`src/rtl/pfg_pkg.sv`:
```
// Package for the page frame gap scorer: payload, configuration and state types,
// register indexes and limits shared by all modules in rtl/.
// No dependencies.
package pfg_pkg;

	// Fixed field widths
	localparam int FRAME_W  = 32;
	localparam int PAGES_W  = 21;
	localparam int MASK_W   = 32;
	localparam int TRIALS_W = 11;
	localparam int GAPS_W   = 20;
	localparam int INDEX_W  = 10;
	localparam int CFG_IDX_W  = 2;
	localparam int CFG_DATA_W = 32;

	// Limits
	localparam logic [PAGES_W-1:0]  BLOCK_PAGES_MAX = PAGES_W'(1048576);
	localparam logic [GAPS_W-1:0]   GAP_MAX         = '1;
	localparam logic [TRIALS_W-1:0] MAX_TRIALS      = TRIALS_W'(1024);

	// Register reset values
	localparam logic [PAGES_W-1:0]  BLOCK_PAGES_RST = PAGES_W'(256);
	localparam logic [MASK_W-1:0]   CACHE_MASK_RST  = MASK_W'(255);
	localparam logic [TRIALS_W-1:0] MAX_TRIALS_RST  = TRIALS_W'(1024);

	// Register indexes
	typedef enum logic [CFG_IDX_W-1:0] {
		CFG_BLOCK_PAGES = 2'd0,
		CFG_CACHE_MASK  = 2'd1,
		CFG_MAX_TRIALS  = 2'd2
	} cfg_idx_t;

	// Input transaction
	typedef struct packed {
		logic [FRAME_W-1:0] frame_number;
		logic               new_search;
	} pfg_in_t;

	// Output transaction
	typedef struct packed {
		logic [INDEX_W-1:0] trial_index;
		logic               block_fits;
		logic [GAPS_W-1:0]  gap_count;
		logic [INDEX_W-1:0] best_trial;
		logic [GAPS_W-1:0]  best_gaps;
		logic               have_best;
		logic               search_done;
		logic               map_error;
	} pfg_out_t;

	// Clamped configuration as seen by the scorer
	typedef struct packed {
		logic [PAGES_W-1:0]  pages;
		logic [MASK_W-1:0]   cache_mask;
		logic [TRIALS_W-1:0] trials;
	} pfg_cfg_t;

	// Search state
	typedef struct packed {
		logic [FRAME_W-1:0] prev_frame;
		logic [GAPS_W-1:0]  page_index;
		logic [GAPS_W-1:0]  block_gaps;
		logic               block_failed;
		logic [INDEX_W-1:0] trial_count;
		logic [INDEX_W-1:0] best_index;
		logic [GAPS_W-1:0]  best_gap_count;
		logic               best_valid;
		logic               done_flag;
		logic               error_flag;
	} pfg_state_t;

endpackage

```
`src/rtl/pfg_cfg.sv`:
```
// Configuration registers of the page frame gap scorer, with range clamping.
// Depends on pfg_pkg.
module pfg_cfg (
	input  logic                              clk,
	input  logic                              arst_n,
	input  logic                              cfg_wr_en,
	input  logic [pfg_pkg::CFG_IDX_W-1:0]     cfg_index,
	input  logic [pfg_pkg::CFG_DATA_W-1:0]    cfg_data,
	output pfg_pkg::pfg_cfg_t                 cfg
);

	logic [pfg_pkg::PAGES_W-1:0]  block_pages_q;
	logic [pfg_pkg::MASK_W-1:0]   cache_mask_q;
	logic [pfg_pkg::TRIALS_W-1:0] max_trials_q;

	// Register writes; unknown indexes are dropped
	always_ff @(posedge clk or negedge arst_n) begin
		if (!arst_n) begin
			block_pages_q <= pfg_pkg::BLOCK_PAGES_RST;
			cache_mask_q  <= pfg_pkg::CACHE_MASK_RST;
			max_trials_q  <= pfg_pkg::MAX_TRIALS_RST;
		end else if (cfg_wr_en) begin
			case (cfg_index)
				pfg_pkg::CFG_BLOCK_PAGES: block_pages_q <= cfg_data[pfg_pkg::PAGES_W-1:0];
				pfg_pkg::CFG_CACHE_MASK:  cache_mask_q  <= cfg_data[pfg_pkg::MASK_W-1:0];
				pfg_pkg::CFG_MAX_TRIALS:  max_trials_q  <= cfg_data[pfg_pkg::TRIALS_W-1:0];
				default: ;
			endcase
		end
	end

	// Clamp block size and trial limit into their legal ranges
	always_comb begin
		cfg.cache_mask = cache_mask_q;
		if (block_pages_q == '0)
			cfg.pages = pfg_pkg::PAGES_W'(1);
		else if (block_pages_q > pfg_pkg::BLOCK_PAGES_MAX)
			cfg.pages = pfg_pkg::BLOCK_PAGES_MAX;
		else
			cfg.pages = block_pages_q;
		if (max_trials_q == '0)
			cfg.trials = pfg_pkg::TRIALS_W'(1);
		else if (max_trials_q > pfg_pkg::MAX_TRIALS)
			cfg.trials = pfg_pkg::MAX_TRIALS;
		else
			cfg.trials = max_trials_q;
	end

endmodule

```
`src/rtl/pfg_scorer.sv`:
```
// Search state and per-frame scoring logic of the page frame gap scorer.
// Depends on pfg_pkg.
module pfg_scorer (
	input  logic                clk,
	input  logic                arst_n,
	input  logic                step_en,
	input  pfg_pkg::pfg_in_t    item,
	input  pfg_pkg::pfg_cfg_t   cfg,
	output logic                emit,
	output pfg_pkg::pfg_out_t   result
);

	pfg_pkg::pfg_state_t st_q;
	pfg_pkg::pfg_state_t cur;
	pfg_pkg::pfg_state_t nxt;

	logic [pfg_pkg::FRAME_W-1:0] next_frame;
	logic [pfg_pkg::PAGES_W-1:0] page_inc;
	logic [pfg_pkg::TRIALS_W-1:0] trial_inc;
	logic                         fits;
	logic [pfg_pkg::GAPS_W-1:0]   gaps;
	logic                         tail;

	// State register
	always_ff @(posedge clk or negedge arst_n) begin
		if (!arst_n)
			st_q <= '0;
		else if (step_en)
			st_q <= nxt;
	end

	// One frame per cycle while step_en is high
	always_comb begin
		cur        = item.new_search ? '0 : st_q;
		nxt        = cur;
		emit       = 1'b0;
		tail       = 1'b0;
		fits       = 1'b0;
		gaps       = '0;
		next_frame = cur.prev_frame + pfg_pkg::FRAME_W'(1);
		page_inc   = {1'b0, cur.page_index} + pfg_pkg::PAGES_W'(1);
		trial_inc  = {1'b0, cur.trial_count} + pfg_pkg::TRIALS_W'(1);

		if (!cur.done_flag) begin
			if (cur.page_index == '0) begin
				if (item.frame_number == '0) begin
					// unreadable page map: report and end the search
					nxt.error_flag   = 1'b1;
					nxt.done_flag    = 1'b1;
					nxt.page_index   = '0;
					nxt.block_gaps   = '0;
					nxt.block_failed = 1'b0;
					emit             = 1'b1;
				end else begin
					nxt.prev_frame = item.frame_number;
					tail           = 1'b1;
				end
			end else begin
				tail = 1'b1;
				if (!cur.block_failed) begin
					// frame break: tolerated only if clear of the cache mask
					if (item.frame_number != next_frame) begin
						if (((next_frame | item.frame_number) & cfg.cache_mask) != '0)
							nxt.block_failed = 1'b1;
						else if (cur.block_gaps < pfg_pkg::GAP_MAX)
							nxt.block_gaps = cur.block_gaps + pfg_pkg::GAPS_W'(1);
					end
					nxt.prev_frame = item.frame_number;
				end
			end
		end

		// fit and gap count of the current block, before it is closed
		fits = !nxt.block_failed;
		gaps = nxt.block_gaps;

		// per frame: advance the page index, or at the end of the block score it and open the next one
		if (tail) begin
			if (page_inc < cfg.pages) begin
				nxt.page_index = page_inc[pfg_pkg::GAPS_W-1:0];
			end else begin
				emit = 1'b1;
				if (fits && (!cur.best_valid || gaps < cur.best_gap_count)) begin
					nxt.best_valid     = 1'b1;
					nxt.best_index     = cur.trial_count;
					nxt.best_gap_count = gaps;
					if (gaps == '0)
						nxt.done_flag = 1'b1;
				end
				if (trial_inc >= cfg.trials)
					nxt.done_flag = 1'b1;
				nxt.trial_count  = cur.trial_count + pfg_pkg::INDEX_W'(1);
				nxt.page_index   = '0;
				nxt.block_gaps   = '0;
				nxt.block_failed = 1'b0;
			end
		end

		// result fields
		result.trial_index = cur.trial_count;
		result.block_fits  = tail ? fits : 1'b0;
		result.gap_count   = tail ? gaps : '0;
		result.best_trial  = nxt.best_index;
		result.best_gaps   = nxt.best_gap_count;
		result.have_best   = nxt.best_valid;
		result.search_done = nxt.done_flag;
		result.map_error   = nxt.error_flag;
	end

endmodule

```
`src/rtl/page_frame_gap_scorer_core.sv`:
```
// Top level of the page frame gap scorer: input register, result register and
// handshakes around pfg_cfg and pfg_scorer. Depends on pfg_pkg.
//
//   channel   direction  handshake            payload
//   in        in         in_valid / in_stall  in_data   (pfg_in_t)
//   out       out        out_valid / out_stall out_data (pfg_out_t)
//   cfg       in         cfg_wr_en            cfg_index, cfg_data
//
// A frame is registered on acceptance and scored when stage 1 advances; the
// last frame's result is loaded into the result register and raises out_valid.
// One frame per cycle unless stalled: the single result register sets the rate;
// while it is stalled and full, the input stage fills and in_stall rises.
// arst_n clears the search state and loads the register reset values.
module page_frame_gap_scorer_core (
	input  logic                           clk,
	input  logic                           arst_n,
	input  logic                           in_valid,
	output logic                           in_stall,
	input  pfg_pkg::pfg_in_t               in_data,
	output logic                           out_valid,
	input  logic                           out_stall,
	output pfg_pkg::pfg_out_t              out_data,
	input  logic                           cfg_wr_en,
	input  logic [pfg_pkg::CFG_IDX_W-1:0]  cfg_index,
	input  logic [pfg_pkg::CFG_DATA_W-1:0] cfg_data
);

	pfg_pkg::pfg_cfg_t cfg;
	pfg_pkg::pfg_in_t  data_s1;
	logic              valid_s1;
	pfg_pkg::pfg_out_t out_data_q;
	logic              out_valid_q;
	pfg_pkg::pfg_out_t result;
	logic              emit;
	logic              adv;
	logic              proc;

	pfg_cfg u_cfg (
		.clk       (clk),
		.arst_n    (arst_n),
		.cfg_wr_en (cfg_wr_en),
		.cfg_index (cfg_index),
		.cfg_data  (cfg_data),
		.cfg       (cfg)
	);

	// Stage 1 advances whenever the result register is free or draining
	assign adv      = !out_valid_q || !out_stall;
	assign proc     = valid_s1 && adv;
	assign in_stall = valid_s1 && !adv;

	pfg_scorer u_scorer (
		.clk     (clk),
		.arst_n  (arst_n),
		.step_en (proc),
		.item    (data_s1),
		.cfg     (cfg),
		.emit    (emit),
		.result  (result)
	);

	// Input register
	always_ff @(posedge clk or negedge arst_n) begin
		if (!arst_n)
			valid_s1 <= 1'b0;
		else if (in_valid && !in_stall)
			valid_s1 <= 1'b1;
		else if (proc)
			valid_s1 <= 1'b0;
	end

	always_ff @(posedge clk) begin
		if (in_valid && !in_stall)
			data_s1 <= in_data;
	end

	// Result register
	always_ff @(posedge clk or negedge arst_n) begin
		if (!arst_n)
			out_valid_q <= 1'b0;
		else if (adv)
			out_valid_q <= proc && emit;
	end

	always_ff @(posedge clk) begin
		if (proc && emit)
			out_data_q <= result;
	end

	assign out_valid = out_valid_q;
	assign out_data  = out_data_q;

`ifndef ASSERT_OFF
	// Stall only backs up a held transaction
	a_stall_has_item: assert property (@(posedge clk) disable iff (!arst_n)
		in_stall |-> valid_s1)
		else $error("in_stall raised with empty input stage");

	// A map error always ends the search and never reports a fit
	a_error_ends: assert property (@(posedge clk) disable iff (!arst_n)
		out_valid && out_data.map_error |-> out_data.search_done && !out_data.block_fits)
		else $error("map error result without search end");

	// The best block can never have more gaps than a usable block just scored
	a_best_is_min: assert property (@(posedge clk) disable iff (!arst_n)
		out_valid && out_data.block_fits && !out_data.map_error
		|-> out_data.have_best && out_data.best_gaps <= out_data.gap_count)
		else $error("best gap count exceeds a usable block");
`endif

endmodule
```
`config.mk`:
```
export PLATFORM = sky130hd
export DESIGN_NAME = page_frame_gap_scorer_core
export DESIGN_NICKNAME = d
export VERILOG_FILES = /design/src/rtl/pfg_pkg.sv /design/src/rtl/pfg_cfg.sv /design/src/rtl/pfg_scorer.sv /design/src/rtl/page_frame_gap_scorer_core.sv
export SDC_FILE = /design/constraint.sdc
export NUM_CORES = 1
export LEC_CHECK = 0
export BUFFER_PORTS_ARGS = -buffer_cell sky130_fd_sc_hd__buf_2
export CORE_AREA = 2 2 172 174
export DETAILED_ROUTE_END_ITERATION = 8
export DIE_AREA = 0 0 174 176
export PLACE_DENSITY = 0.72
export SYNTH_ARGS = -nofsm -noshare
export SYNTH_HDL_FRONTEND = slang
export SYNTH_SLANG_ARGS = --single-unit
```
`constraint.sdc`:
```
create_clock -name clk -period 13.77 [get_ports clk]
set_input_delay 2.754 -clock clk [delete_from_list [all_inputs] [get_ports clk]]
set_output_delay 2.754 -clock clk [all_outputs]
set_load 0.01 [all_outputs]
```
; After elaboration in Yosys (flattened, before gate mapping)
; Cells that the tools add are included.
[totals]
ff_bits = 279
inputBits = 72
word_cells = 101
[classes]
n_addsub = 5
magnitude_cmp = 6
n_eq_ne = 3
mux = 36
n_bitwise = 2
n_reduce_logical = 24
[op_table]
columns = operator, n
row1 = $mux 32, 4
row2 = $mux 116, 1
row3 = $mux 21, 5
row4 = $mux 83, 1
row5 = $mux 20, 4
row6 = $mux 73, 1
row7 = $mux 63, 1
row8 = $mux 41, 1
row9 = $logic_not 20->1, 2
row10 = $add 32x1->32 const B, 1
row11 = $and 32x32->32, 1
row12 = $logic_not 32->1, 1
row13 = $ne 32x32->1, 1
row14 = $or 32x32->32, 1
row15 = $reduce_bool 32->1, 1
row16 = $mux 11, 2
row17 = $add 20x1->21 const B, 1
row18 = $gt 21x21->1 const B, 1
row19 = $logic_not 21->1, 1
row20 = $lt 21x21->1, 1
row21 = $add 20x1->20 const B, 1
row22 = $lt 20x20->1, 1
row23 = $lt 20x20->1 const B, 1
row24 = $mux 1, 13
row25 = other kinds (14), 28

; Longest topological paths before layout
[logic_depth]
ltp_word = 17
ltp_mapped = 40
ltp_nobuf = 30

; Hierarchy
; From an unflattened synthesis, not the netlist that was laid out.
[hier_totals]
hier_cells = 1605
hier_area_um2 = 16198.0
[by_module_without_submodules]
columns = module, instances, cells_each, area_each_um2, seq_area_each_um2
row1 = pfg_scorer, 1, 1311, 10467.5, 2902.8
row2 = page_frame_gap_scorer_core, 1, 108, 3011.6, 2962.8
row3 = pfg_cfg, 1, 186, 2718.9, 1614.0

; Worst setup path after synthesis
; Ideal clock, no wire load.
[synth_timing]
kind = register to register
start = register data_s1[0] (netlist name)
end = register out_data_q, in the netlist out_data[0], enable pin
setup_ns = 0.495
arrival_ns = 6.744
setup_slack_ns = 6.531
stages_incl_launch_ff = 25
cell_sequence = edfxtp_1 buf_2 inv_1 clkbuf_1 clkbuf_1 clkbuf_1 nand2_1 inv_1 ha_1 and3_1 and3_1 inv_1 nor2_1 and2_1 nand3_1 xor2_1 nor2_1 ha_1 nand4_1 nor2_1 nand3_1 nor2_1 a221o_1 or3_1 nor2b_1
[synth_via]
elab_chain_len = 7
elab_cells_between_ends = 11
classes_between = 1 x add/sub / 1 x order compare / 7 x mux / 2 x reduce/logical
[synth_rtl]
columns = element, line
row1 = from (decl), page_frame_gap_scorer_core.sv:29  ; pfg_pkg::pfg_in_t data_s1;
row2 = from (signal assigned), page_frame_gap_scorer_core.sv:74  ; data_s1 <= in_data;
row3 = $mux 116 *, pfg_scorer.sv:34  ; cur = item.new_search ? '0 : st_q;
row4 = "parallel branches: the longest is 4 deep, another holds $add 20x1->21", n/a
row5 = $mux 1 *, pfg_scorer.sv:78  ; if (tail) begin
row6 = $logic_and 1x1->1 *, page_frame_gap_scorer_core.sv:86  ; if (proc && emit)
row7 = to (signal assigned), page_frame_gap_scorer_core.sv:87  ; out_data_q <= result;
row8 = to (decl), page_frame_gap_scorer_core.sv:31  ; pfg_pkg::pfg_out_t out_data_q;
; Mark *: on every way between the ends.
; A chain may end at the register's enable or synchronous reset.

; Worst setup path after layout
[layout_timing]
start = register data_s1[0] (netlist name)
end = register u_scorer.st_q[24] (netlist name)
[layout_via]
elab_chain_len = 16
elab_cells_between_ends = 29
classes_between = 3 x add/sub / 3 x order compare / 1 x eq/ne / 14 x mux / 2 x bitwise / 6 x reduce/logical
[layout_rtl]
columns = element, line
row1 = $mux 116 *, pfg_scorer.sv:34
row2 = $add 32x1->32, pfg_scorer.sv:40  ; next_frame = cur.prev_frame + pfg_pkg::FRAME_W'(1);
row3 = $or 32x32->32, pfg_scorer.sv:63  ; if (((next_frame | item.frame_number) & cfg.cache_mask) != '0)
row4 = $and 32x32->32, pfg_scorer.sv:63
row5 = $reduce_bool 32->1, pfg_scorer.sv:63
row6 = $mux 20, pfg_scorer.sv:63
row7 = $mux 21, pfg_scorer.sv:62  ; if (item.frame_number != next_frame) begin
row8 = $mux 21, pfg_scorer.sv:60  ; if (!cur.block_failed) begin
row9 = $mux 21, pfg_scorer.sv:45  ; if (cur.page_index == '0) begin
row10 = $mux 73 *, pfg_scorer.sv:44  ; if (!cur.done_flag) begin
row11 = "net u_scorer.gaps, one bit", pfg_scorer.sv:21  ; logic [pfg_pkg::GAPS_W-1:0] gaps;
row12 = $lt 20x20->1 *, pfg_scorer.sv:83  ; if (fits && (!cur.best_valid || gaps < cur.best_gap_count)) begin
row13 = $logic_or 1x1->1 *, pfg_scorer.sv:83
row14 = $logic_and 1x1->1 *, pfg_scorer.sv:83
row15 = $mux 32 *, pfg_scorer.sv:83
row16 = $mux 63 *, pfg_scorer.sv:79  ; if (page_inc < cfg.pages) begin
row17 = $mux 83 *, pfg_scorer.sv:78
row18 = to (signal assigned), pfg_scorer.sv:29  ; st_q <= nxt;
row19 = to (decl), pfg_scorer.sv:13  ; pfg_pkg::pfg_state_t st_q;
; Mark *: on every way through the listed nets, which the timed path passes. The rest lies on a longest branch.

==> reports/metrics.csv <==
metric,value,unit
chipWidth,174,µm
cts_setup_buffers,0,
ys.warnings.count,0,
grt_start_max_net_pins,69,
rsz0062_at_grt,false,
fin_crit_sh,0.645,
num_vias,12497,
grt_first_pass_wirelength,66500,µm
synth_cell_types,80,
utilization,0.618,
first_pass_iters,5,
slowest_stage,nor2_2,
reg2reg_depth,32,
seqPwrFrac,0.452,
drc,0,
gp_congestion,0.960,
combPwrFrac,0.214,
crit_buf_inv,3,
finalHoldViolCount,0,
ant_nets,0,
synth_edf_count,97,
h-tree-depth,1,
synth_top_area_share,0.275,
pre_cts_ws,5.06,ns
powerDensity,137,mW/mm²
rows,62,
cts_tree,built,
dpl.hpwl,29500,µm
end_kind,flip-flop,
crit_start,data_s1[0]$_DFFE_PP_,
yosys.area.top_type,dfrtp_1,
critical_path_class,reg -> reg,
drt_wl_total,41500,µm
cts_root_buf,clkbuf_16,
p_clk_frac,0.335,
start_util,0.548,
p_leak,0.00773,µW
rrSetupSlack,4.89,ns
drive_gt1_frac,0.188,
ctsHoldBuffers,0,
die_h,176,µm
ctsResizeCount,0,
netlist_area,0.0156,mm²
antenna_found_initial,0,
clock_latency,0.58,ns
synthTopCellsByArea,"dfrtp_1 28%, edfxtp_1 19%, ha_1 7.0%",
hold_path_class,reg -> reg,
fmax,113,MHz
final_common_cell,nand2_1,
vias_per_cell,6.09,
fillers,2428,
io_buffers,137,
layout-area-overhead-vs-synth,12.8,%
finalNetCount,1804,
grt_pass1_vias,12341,
die_area,0.0306,mm²
tightest_slew,1.31,ns
critPathArrivalTime,9.38,ns
final_cell_mix,"183 x nand2_1, 172 x dfrtp_1, 136 x buf_2",
peakVddDrop,0.100,mV
async_flop_share,0.652,
synth-simple-area-share,0.190,
grt_overflow,0,
fin_skew,0.0251,ns
n_antenna_cell,0,
hp-start,u_scorer.st_q[2]$_DFFE_PN0P_,
setup_viol,0,
dp.cells,1997,
top_level_ports,138,
setup_tns,0,ns
grtUsageTotal,0.272,
worst_path_dominant_cell_family,simple AND/OR/NAND/NOR gates,
synth_nets,1692,
r2r_start,data_s1[0]$_DFFE_PP_,
ys_seq_area_frac,0.478,
fin_crit,8.88,ns
wl_met1,18100,µm
drv_cap,0,
synthAdderAreaFrac,0.0696,
final_cells,2053,
status,finished clean,
r2r-end,u_scorer.st_q[24]$_DFFE_PN0P_,
cp.depth,32,
setup_slack,4.89,ns
synth_ff_type,dfrtp_1,
cpPeakStageDelay,1.06,ns
p_int,1660,µW
core,0.0285,mm²
synth_xor_area_frac,0.0319,
netlist_instances,1533,
swShare,0.312,
slew-limit-headroom,0.128,
required,14.26,ns
cp_max_fo,49,
clk_pin_slew,0.06,ns
clockBufferDepth,3,
topRoutingLayerUsed,met4,
synth_compound_area_frac,0.133,
synth_top_family_by_area,simple AND/OR/NAND/NOR gates,
synth-seq-cells,279,
power.switching,752,µW
muxShareOfSynthArea,0.0577,
cp-start-kind,flip-flop,
drt_iter0_drc,1127,
clock_sinks,279,
cts_made_buffers,30,
slew_viol_final,0,
crit_end,u_scorer.st_q[24]$_DFFE_PN0P_,
syn_area_per_cell,10.2,µm²
wl_met2,19700,µm
wl_per_cell,20.2,µm
dr_wl_met3,2460,µm
==> metal layers <==
| layer | GRT usage | vias to the layer above |
|---|---|---|
| li1 | - | 5781 |
| met1 | 0.373 | 6145 |
| met2 | 0.451 | 478 |
| met3 | 0.0360 | 93 |
| met4 | 0.0896 | 0 |
| met5 | 0 | - |
==> synthesized netlist by cell type, types with 28 or more instances <==
master / number
inv_1: 68
dfrtp_1: 172
a22o_1: 81
nand2_1: 184
xor2_1: 30
nor2b_1: 44
clkbuf_1: 50
nor4_1: 38
a21oi_1: 65
nand4_1: 28
nand3_1: 43
nor2_1: 111
mux2_2: 65
edfxtp_1: 97
ha_1: 87
o21ai_0: 40
nand2b_1: 33
==> area by class of cell <==
| type | count | area [µm²] | area share |
|---|---|---|---|
| multi-input combinational | 1107 | 7590 | 0.430 |
| inverter | 70 | 263 | 0.0149 |
| clock buffer | 37 | 797 | 0.0452 |
| timing repair buffer | 157 | 842 | 0.0477 |
| clock inverter | 19 | 195 | 0.0111 |
| sequential | 279 | 7480 | 0.424 |
| tap | 384 | 480 | 0.0272 |
==> registers in the layout, indices dropped and copies added, names as in the netlist <==
signal and cells:
data_s1 33, u_scorer.st_q 116, u_cfg.max_trials_q 11, out_data 64, valid_s1 1, u_cfg.cache_mask_q 32
u_cfg.block_pages_q 21, out_valid 1
==> worst min path at each step <==
stage / endpoint / slack, ns / depth (start not counted)
after global routing: u_scorer.st_q[2]$_DFFE_PN0P_ / 0.49 / 2
after global placement: u_scorer.st_q[2]$_DFFE_PN0P_ / 0.46 / 2
final: u_scorer.st_q[2]$_DFFE_PN0P_ / 0.48 / 2
after detailed placement: u_scorer.st_q[2]$_DFFE_PN0P_ / 0.46 / 2
after CTS: u_scorer.st_q[2]$_DFFE_PN0P_ / 0.48 / 2
after floorplan: u_scorer.st_q[2]$_DFFE_PN0P_ / 0.44 / 2
==> tightest hold or removal path, cell delays in order, from the launching register on <==
cell	delay, ns
dfrtp_1	0.34
nand2_1	0.04
o21ai_0	0.06
==> stage by stage <==
stage	hold slack (ns)	instance area (µm²)	power (µW)
final	0.479	17600	2410
after global routing	0.494	17600	2520
after CTS	0.478	17600	2420
after detailed placement	0.464	16700	1610
after global placement	0.460	16700	1600
after floorplan	0.442	15600	1430
==> cell families after synthesis <==
| kind of cell | Yosys count |
|---|---|
| buf+inv | 147 |
| mux | 82 |
| fa+ha+maj | 87 |
| compound gates | 292 |
| simple gates | 589 |
| flops | 279 |
| xor+xnor | 57 |
==> power groups by stage <==
stage / clock network, µW / logic, µW / registers [µW]
global route: 849 / 570 / 1100
floorplan: 0 / 348 / 1080
finish: 807 / 515 / 1090
detailed placement: 0 / 511 / 1100
global placement: 0 / 498 / 1100
CTS: 819 / 515 / 1090
(Power assumes the default switching activity.)
